--- src/hdl/lfsa_pkg.sv ---
`default_nettype none

package lfsa_pkg;

   localparam int FIELD_ID_W = 9;
   localparam int STATUS_W   = 2;
   localparam int CELL_BITS  = 32;
   localparam int CELL_OFF_W = 5;

   localparam logic MODE_ALLOC = 1'b0;
   localparam logic MODE_FREE  = 1'b1;

   localparam logic [STATUS_W-1:0] STATUS_OK       = 2'd0;
   localparam logic [STATUS_W-1:0] STATUS_FULL     = 2'd1;
   localparam logic [STATUS_W-1:0] STATUS_BAD_FREE = 2'd2;

   typedef struct packed {
      logic                  mode;
      logic [FIELD_ID_W-1:0] slot_to_free;
   } req_type;

   typedef struct packed {
      logic [FIELD_ID_W-1:0] granted_id;
      logic [STATUS_W-1:0]   status;
      logic [FIELD_ID_W-1:0] high_water;
   } rsp_type;

   typedef struct packed {
      logic valid;
      logic mode;
      logic act;
      logic search;
      logic found;
      logic hit;
   } tok_ctl_type;

   typedef struct packed {
      logic                  found;
      logic [CELL_OFF_W-1:0] idx;
   } zfind_type;

   function automatic zfind_type find_zero(input logic [CELL_BITS-1:0] v);
      zfind_type r;
      r.found = 1'b0;
      r.idx   = '0;
      for (int i = CELL_BITS - 1; i >= 0; i--) begin
         if (!v[i]) begin
            r.found = 1'b1;
            r.idx   = CELL_OFF_W'(i);
         end
      end
      return r;
   endfunction

endpackage

`default_nettype wire

--- src/hdl/lfsa_cell.sv ---
`default_nettype none

module lfsa_cell #(
   parameter int SLOT_BASE  = 0,
   parameter int SLOT_COUNT = 32,
   parameter int ID_W       = 9
) (
   input  wire logic                 clock,
   input  wire logic                 reset,
   input  wire lfsa_pkg::tok_ctl_type in_ctl,
   input  wire logic [ID_W-1:0]      in_id,
   input  wire logic [ID_W-1:0]      in_fidx,
   output lfsa_pkg::tok_ctl_type     out_ctl,
   output logic [ID_W-1:0]           out_id,
   output logic [ID_W-1:0]           out_fidx
);

   localparam int CB = lfsa_pkg::CELL_BITS;
   localparam logic [ID_W-1:0] BASE      = ID_W'(SLOT_BASE);
   localparam logic [ID_W-1:0] LIMIT     = ID_W'(SLOT_BASE + SLOT_COUNT);
   localparam logic [ID_W-1:0] FIDX_BASE = ID_W'(SLOT_BASE + 1);
   localparam logic [CB:0]     TOP_BIT   = (CB + 1)'(1) << SLOT_COUNT;
   localparam logic [CB-1:0]   LIVE      = CB'(TOP_BIT - (CB + 1)'(1));

   logic [CB-1:0]                  bits_ff;
   logic [CB-1:0]                  bits_in;
   lfsa_pkg::tok_ctl_type          ctl_ff;
   lfsa_pkg::tok_ctl_type          ctl_in;
   logic [ID_W-1:0]                id_ff;
   logic [ID_W-1:0]                fidx_ff;
   logic [ID_W-1:0]                fidx_in;
   logic [ID_W-1:0]                slot0;
   logic                           in_cell;
   logic [lfsa_pkg::CELL_OFF_W-1:0] off;
   logic [CB-1:0]                  sel;
   logic                           hit;
   lfsa_pkg::zfind_type            zf;

   always_comb begin
      slot0   = in_id - ID_W'(1);
      in_cell = in_ctl.valid && in_ctl.act && (slot0 >= BASE) && (slot0 < LIMIT);
      off     = lfsa_pkg::CELL_OFF_W'(slot0 - BASE);
      sel     = CB'(1) << off;
      hit     = |(bits_ff & sel);
      bits_in = bits_ff;
      if (in_cell) begin
         if (in_ctl.mode == lfsa_pkg::MODE_ALLOC) begin
            bits_in = bits_ff | sel;
         end else begin
            bits_in = bits_ff & ~sel;
         end
      end
      // padding beyond the pool reads as used
      zf      = lfsa_pkg::find_zero(bits_in | ~LIVE);
      ctl_in  = in_ctl;
      fidx_in = in_fidx;
      if (in_cell && (in_ctl.mode == lfsa_pkg::MODE_FREE)) begin
         ctl_in.hit = hit;
      end
      if (in_ctl.search && !in_ctl.found && zf.found) begin
         ctl_in.found = 1'b1;
         fidx_in      = FIDX_BASE + ID_W'(zf.idx);
      end
   end

   always_ff @(posedge clock) begin
      if (reset) begin
         bits_ff      <= '0;
         ctl_ff.valid <= 1'b0;
      end else begin
         bits_ff      <= bits_in;
         ctl_ff.valid <= in_ctl.valid;
      end
      ctl_ff.mode   <= ctl_in.mode;
      ctl_ff.act    <= ctl_in.act;
      ctl_ff.search <= ctl_in.search;
      ctl_ff.found  <= ctl_in.found;
      ctl_ff.hit    <= ctl_in.hit;
      id_ff         <= in_id;
      fidx_ff       <= fidx_in;
   end

   assign out_ctl  = ctl_ff;
   assign out_id   = id_ff;
   assign out_fidx = fidx_ff;

endmodule

`default_nettype wire

--- src/hdl/lowest_free_slot_allocator_unit.sv ---
// Channel   Ports                          Transfer when
// request   req_valid req_stall req_data   req_valid and not req_stall
// response  rsp_valid rsp_stall rsp_data   rsp_valid and not rsp_stall
//
// Each request is registered at the entry, then in one register per cell of
// 32 slots as it walks the cell chain, then in the tail register, and lands
// in the response register.
// Synchronous reset clears every occupancy bit at once; no sweep follows.
// req_stall is high while a request is in flight; a stalled response holds
// the finished request at the chain tail until it can move out.
`default_nettype none

module lowest_free_slot_allocator_unit #(
   parameter int SLOTS = 256
) (
   input  wire logic             clock,
   input  wire logic             reset,
   input  wire logic             req_valid,
   output logic                  req_stall,
   input  wire lfsa_pkg::req_type req_data,
   output logic                  rsp_valid,
   input  wire logic             rsp_stall,
   output lfsa_pkg::rsp_type     rsp_data
);

   localparam int CB    = lfsa_pkg::CELL_BITS;
   localparam int NCELL = (SLOTS + CB - 1) / CB;
   localparam int ID_W  = $clog2(SLOTS + 2);
   localparam logic [ID_W-1:0] NF_NONE = ID_W'(SLOTS + 1);

   lfsa_pkg::tok_ctl_type ctl_chain  [0:NCELL];
   logic [ID_W-1:0]       id_chain   [0:NCELL];
   logic [ID_W-1:0]       fidx_chain [0:NCELL];

   lfsa_pkg::tok_ctl_type entry_ctl_ff, entry_ctl_in;
   logic [ID_W-1:0]       entry_id_ff, entry_id_in;
   lfsa_pkg::tok_ctl_type tail_ctl_ff, tail_ctl_in;
   logic [ID_W-1:0]       tail_id_ff, tail_id_in;
   logic [ID_W-1:0]       tail_fidx_ff, tail_fidx_in;
   logic [ID_W-1:0]       hw_ff, hw_in;
   logic [ID_W-1:0]       nf_ff, nf_in;
   logic                  busy_ff, busy_in;
   logic                  rsp_valid_ff, rsp_valid_in;
   lfsa_pkg::rsp_type     rsp_ff, rsp_in;
   logic                  accept;
   logic                  done;

   assign ctl_chain[0]  = entry_ctl_ff;
   assign id_chain[0]   = entry_id_ff;
   assign fidx_chain[0] = '0;

   for (genvar k = 0; k < NCELL; k++) begin : g_cell
      lfsa_cell #(
         .SLOT_BASE  (k * CB),
         .SLOT_COUNT ((k == NCELL - 1) ? (SLOTS - (NCELL - 1) * CB) : CB),
         .ID_W       (ID_W)
      ) u_cell (
         .clock    (clock),
         .reset    (reset),
         .in_ctl   (ctl_chain[k]),
         .in_id    (id_chain[k]),
         .in_fidx  (fidx_chain[k]),
         .out_ctl  (ctl_chain[k+1]),
         .out_id   (id_chain[k+1]),
         .out_fidx (fidx_chain[k+1])
      );
   end

   assign accept = req_valid && !busy_ff;
   assign done   = tail_ctl_ff.valid && (!rsp_valid_ff || !rsp_stall);

   always_comb begin
      entry_ctl_in        = '0;
      entry_id_in         = entry_id_ff;
      if (accept) begin
         entry_ctl_in.valid = 1'b1;
         entry_ctl_in.mode  = req_data.mode;
         if (req_data.mode == lfsa_pkg::MODE_ALLOC) begin
            entry_id_in         = nf_ff;
            entry_ctl_in.act    = (nf_ff != NF_NONE);
            entry_ctl_in.search = (nf_ff != NF_NONE) && (nf_ff != hw_ff + ID_W'(1));
         end else begin
            entry_id_in      = ID_W'(req_data.slot_to_free);
            entry_ctl_in.act = (req_data.slot_to_free != '0) &&
                               (32'(req_data.slot_to_free) <= 32'(hw_ff));
         end
      end

      tail_ctl_in  = tail_ctl_ff;
      tail_id_in   = tail_id_ff;
      tail_fidx_in = tail_fidx_ff;
      if (ctl_chain[NCELL].valid) begin
         tail_ctl_in  = ctl_chain[NCELL];
         tail_id_in   = id_chain[NCELL];
         tail_fidx_in = fidx_chain[NCELL];
      end else if (done) begin
         tail_ctl_in.valid = 1'b0;
      end

      hw_in  = hw_ff;
      nf_in  = nf_ff;
      rsp_in = rsp_ff;
      if (done) begin
         rsp_in.granted_id = '0;
         rsp_in.status     = lfsa_pkg::STATUS_OK;
         if (tail_ctl_ff.mode == lfsa_pkg::MODE_ALLOC) begin
            if (!tail_ctl_ff.act) begin
               rsp_in.status = lfsa_pkg::STATUS_FULL;
            end else begin
               rsp_in.granted_id = lfsa_pkg::FIELD_ID_W'(tail_id_ff);
               if (tail_ctl_ff.search) begin
                  nf_in = tail_ctl_ff.found ? tail_fidx_ff : NF_NONE;
               end else begin
                  hw_in = hw_ff + ID_W'(1);
                  nf_in = nf_ff + ID_W'(1);
               end
            end
         end else begin
            if (tail_ctl_ff.act && tail_ctl_ff.hit) begin
               if (tail_id_ff < nf_ff) begin
                  nf_in = tail_id_ff;
               end
            end else begin
               rsp_in.status = lfsa_pkg::STATUS_BAD_FREE;
            end
         end
         rsp_in.high_water = lfsa_pkg::FIELD_ID_W'(hw_in);
      end

      rsp_valid_in = done || (rsp_valid_ff && rsp_stall);
      busy_in      = accept || (busy_ff && !done);
   end

   always_ff @(posedge clock) begin
      if (reset) begin
         entry_ctl_ff.valid <= 1'b0;
         tail_ctl_ff.valid  <= 1'b0;
         hw_ff              <= '0;
         nf_ff              <= ID_W'(1);
         busy_ff            <= 1'b0;
         rsp_valid_ff       <= 1'b0;
      end else begin
         entry_ctl_ff.valid <= entry_ctl_in.valid;
         tail_ctl_ff.valid  <= tail_ctl_in.valid;
         hw_ff              <= hw_in;
         nf_ff              <= nf_in;
         busy_ff            <= busy_in;
         rsp_valid_ff       <= rsp_valid_in;
      end
      entry_ctl_ff.mode   <= entry_ctl_in.mode;
      entry_ctl_ff.act    <= entry_ctl_in.act;
      entry_ctl_ff.search <= entry_ctl_in.search;
      entry_ctl_ff.found  <= entry_ctl_in.found;
      entry_ctl_ff.hit    <= entry_ctl_in.hit;
      entry_id_ff         <= entry_id_in;
      tail_ctl_ff.mode    <= tail_ctl_in.mode;
      tail_ctl_ff.act     <= tail_ctl_in.act;
      tail_ctl_ff.search  <= tail_ctl_in.search;
      tail_ctl_ff.found   <= tail_ctl_in.found;
      tail_ctl_ff.hit     <= tail_ctl_in.hit;
      tail_id_ff          <= tail_id_in;
      tail_fidx_ff        <= tail_fidx_in;
      rsp_ff              <= rsp_in;
   end

   assign req_stall = busy_ff;
   assign rsp_valid = rsp_valid_ff;
   assign rsp_data  = rsp_ff;

endmodule

`default_nettype wire

--- config.mk ---
export PLATFORM = sky130hd
export DESIGN_NAME = lowest_free_slot_allocator_unit
export DESIGN_NICKNAME = d
export VERILOG_FILES = /design/src/hdl/lfsa_pkg.sv /design/src/hdl/lfsa_cell.sv /design/src/hdl/lowest_free_slot_allocator_unit.sv
export SDC_FILE = /design/constraint.sdc
export NUM_CORES = 2
export LEC_CHECK = 0
export ABC_CLOCK_PERIOD_IN_PS = 13100
export BUFFER_PORTS_ARGS = -buffer_cell sky130_fd_sc_hd__buf_2
export CAP_MARGIN = 20
export CORE_ASPECT_RATIO = 0.7
export CORE_UTILIZATION = 35
export DETAILED_ROUTE_END_ITERATION = 8
export SKIP_CTS_REPAIR_TIMING = 1
export SLEW_MARGIN = 10
export SYNTH_ARGS = -nofsm -noshare
export SYNTH_HDL_FRONTEND = slang
export SYNTH_SLANG_ARGS = --single-unit
export TNS_END_PERCENT = 1
--- constraint.sdc ---
create_clock -name clock -period 13.1 [get_ports clock]
set_clock_uncertainty 0.1 [all_clocks]
set_input_delay 1.31 -clock clock [delete_from_list [all_inputs] [get_ports clock]]
set_output_delay 1.31 -clock clock [all_outputs]
set_load 0.03 [all_outputs]
==> metrics.txt <==
Synth Area per Inst=8.21 µm²; Pint=2.66 mW; Slew headroom=21.7%; Seq/Total Area, Yosys=35.5%; # fillers=8772; Sw Share=26.7%; Routed Antenna Nets=0; share of layout cells above drive strength 1=9.16%; Final Hold Fails=0; # rows=90; core footprint=86100 µm²; largest net degree at the start of global routing=90; antenna cells=0; Netlist Area Pre-Place=30400 µm²; CTS H-Tree Depth=2; distinct cell type count after synthesis=104; vias in the first global route=25.2k; unrepaired setup endpoints after global routing=false; global-route wire length before repair=150000 µm; crit path time final=5.39 ns; CP endpoint kind=flop; gpl congestion=0.958; max-cap check violation count=0; clock slew at reported path FFs=0.07 ns; DRT Pass-1 Iters=6; pins over their slew limit=0; die area=88100 µm²; min-delay worst type=flop to flop; status=finished, final reports clean; latest clock arrival within the worst-skew pair=0.65 ns; drt initial violations=3918; clock root buffer=clkbuf_16; Fmax=0.186 GHz; Fin Hold WS=0.241 ns; Sw Pwr=0.965 mW; post-synthesis async set-or-reset flop share=0%; final setup violating endpoints=0; WS Path Type=flop to flop; clock share of power=47.2%; initial antenna violation count=0; Max VDD drop=105 µV; initial core utilization=35.3%; Layout area overhead=9.93%; largest cells by area after synthesis=dfxtp_1, mux2i_1, nor2_1; count leader, synth=nor2_1; Total GRT Usage=20.8%; dpl hpwl=68900 µm; Die H=249 µm; top cells by count, synth=nor2_1, dfxtp_1, nand2_1, clkbuf_1, mux2i_1; DRC Markers=0; TritonCTS Buffers=56; Port Buffers=35; part of the cycle the worst path needs=41.1%; largest fanout on the critical path=28; top_reg_cell synth=dfxtp_1; Gate power share=7.2%; Arr. time, crit path=5.83 ns; clk sink count=514; PwrDens=108 nW/µm²; Req. time, crit path=13.54 ns; Post-Syn Instances=3708; TNS Setup=0 ns; total gr overflow=0; Die Wd=354 µm; Post-Route WL=96300 µm; CTS tree=yes; Post-synth EDFFs=52; Synth area leader=dfxtp_1; yosys warns=0; Net count, final=3659; vias=28.8k; Syn Nets=3767; CTS Buffer Depth=3; crit path launch type=flop; WL/cell=20.1 µm; number of register bits inferred by synthesis=514; share of the synthesized area in the top cell type=30.4%; IO Pins=36; slew at the pin closest to its max-slew limit=1.15 ns; vias per inst=6.00; Tot Pwr=3.62 mW; Pleak=11.8 nW; power share of the sequential group=45.6%
## final cells by class
type / instances / area [µm²] / area share [%]
clock inverters: 40 / 489 / 1.46
clock buffers: 66 / 1510 / 4.52
well taps: 1150 / 1440 / 4.30
inverters: 102 / 383 / 1.14
flip-flops and latches: 514 / 10800 / 32.3
repair buffers: 82 / 547 / 1.63
multi-input cells: 2844 / 18300 / 54.6
## power by group through the flow
stage / Clock [mW] / Sequential [mW] / Combinational [mW]
floorplan: 0 / 1.66 / 0.192
global placement: 0 / 1.69 / 0.251
detailed placement: 0 / 1.69 / 0.249
CTS: 1.74 / 1.65 / 0.250
global route: 1.81 / 1.65 / 0.277
finish: 1.71 / 1.65 / 0.261
## critical path, stage by stage, from the launching register on
cell and delay (ns):
dfxtp_1 1.05, nor2_1 0.18, ha_1 0.58, nor3b_1 0.28, buf_4 0.22, nand3_1 0.25
o31ai_1 0.50, a221oi_2 0.14, o311ai_1 0.50, a2111oi_2 0.16, nor3_1 0.54, inv_1 0.10
ha_1 0.24, xor2_1 0.16, mux2_2 0.25
## registers in the layout (all words and copies together), names as in the netlist
| register | flops |
|---|---|
| tail_ctl_ff | 6 |
| hw_ff | 9 |
| ctl_chain | 4 |
| g_cell.u_cell.out_ctl | 48 |
| nf_ff | 9 |
| entry_id_ff | 9 |
| rsp_data | 20 |
| req_stall | 1 |
| tail_fidx_ff | 9 |
| rsp_valid | 1 |
| tail_id_ff | 9 |
| g_cell.u_cell.bits_ff | 256 |
| g_cell.u_cell.out_fidx | 61 |
| g_cell.u_cell.out_id | 72 |
## metal layers
layer  global-route usage, %  vias up  wire length, µm
met2                    26.4     1574            35800
met3                    5.24       99            11600
met5                       0        -                0
met1                    34.0    13583            47700
met4                    3.74        0             1250
li1                        -    13521                -
## cell usage in the layout (no fill, tap or decap), types with 51 or more instances in the layout
| cell type | count |
|---|---|
| a21oi_1 | 193 |
| clkbuf_16 | 58 |
| dfxtp_1 | 462 |
| edfxtp_1 | 52 |
| inv_1 | 100 |
| mux2_2 | 60 |
| mux2i_1 | 195 |
| nand2_1 | 279 |
| nand2b_1 | 58 |
| nand3_1 | 115 |
| nor2_1 | 493 |
| nor2b_1 | 81 |
| nor3_1 | 100 |
| o211ai_1 | 51 |
| o21ai_0 | 169 |
| o31ai_1 | 51 |
## worst paths after layout
| check | startpoint | end | slack [ns] | cells after the start |
|---|---|---|---|---|
| worst max-delay path | g_cell[1].u_cell.out_id[0] | g_cell[2].u_cell.out_fidx[2] | 7.71 | 14 |
| worst min-delay path | g_cell[3].u_cell.out_id[6] | g_cell[4].u_cell.out_id[6] | 0.24 | 0 |
| worst max register to register | g_cell[1].u_cell.out_id[0] | g_cell[2].u_cell.out_fidx[2] | 7.71 | 14 |
| worst min register to register | g_cell[3].u_cell.out_id[6] | g_cell[4].u_cell.out_id[6] | 0.24 | 0 |
## kinds of logic after synthesis
| group | synth area share (%) |
|---|---|
| fa+ha+maj | 1.85 |
| flops | 35.5 |
| buf+inv | 4.52 |
| mux | 9.10 |
| compound gates | 22.8 |
| xor+xnor | 1.73 |
| simple gates | 24.5 |
## through the flow
step	std cells	util [%]	instance area, µm²	setup WS [ns]
2_1_floorplan	3708	-	30400	8.71
3_3_place_gp	4688	36.5	31400	7.74
3_5_place_dp	4690	36.5	31400	7.63
4_1_cts	4796	38.8	33400	7.60
5_1_grt	4798	38.8	33500	7.47
6_report	4798	38.8	33500	7.71
No activity file was read; power rests on OpenSTA's default activity.
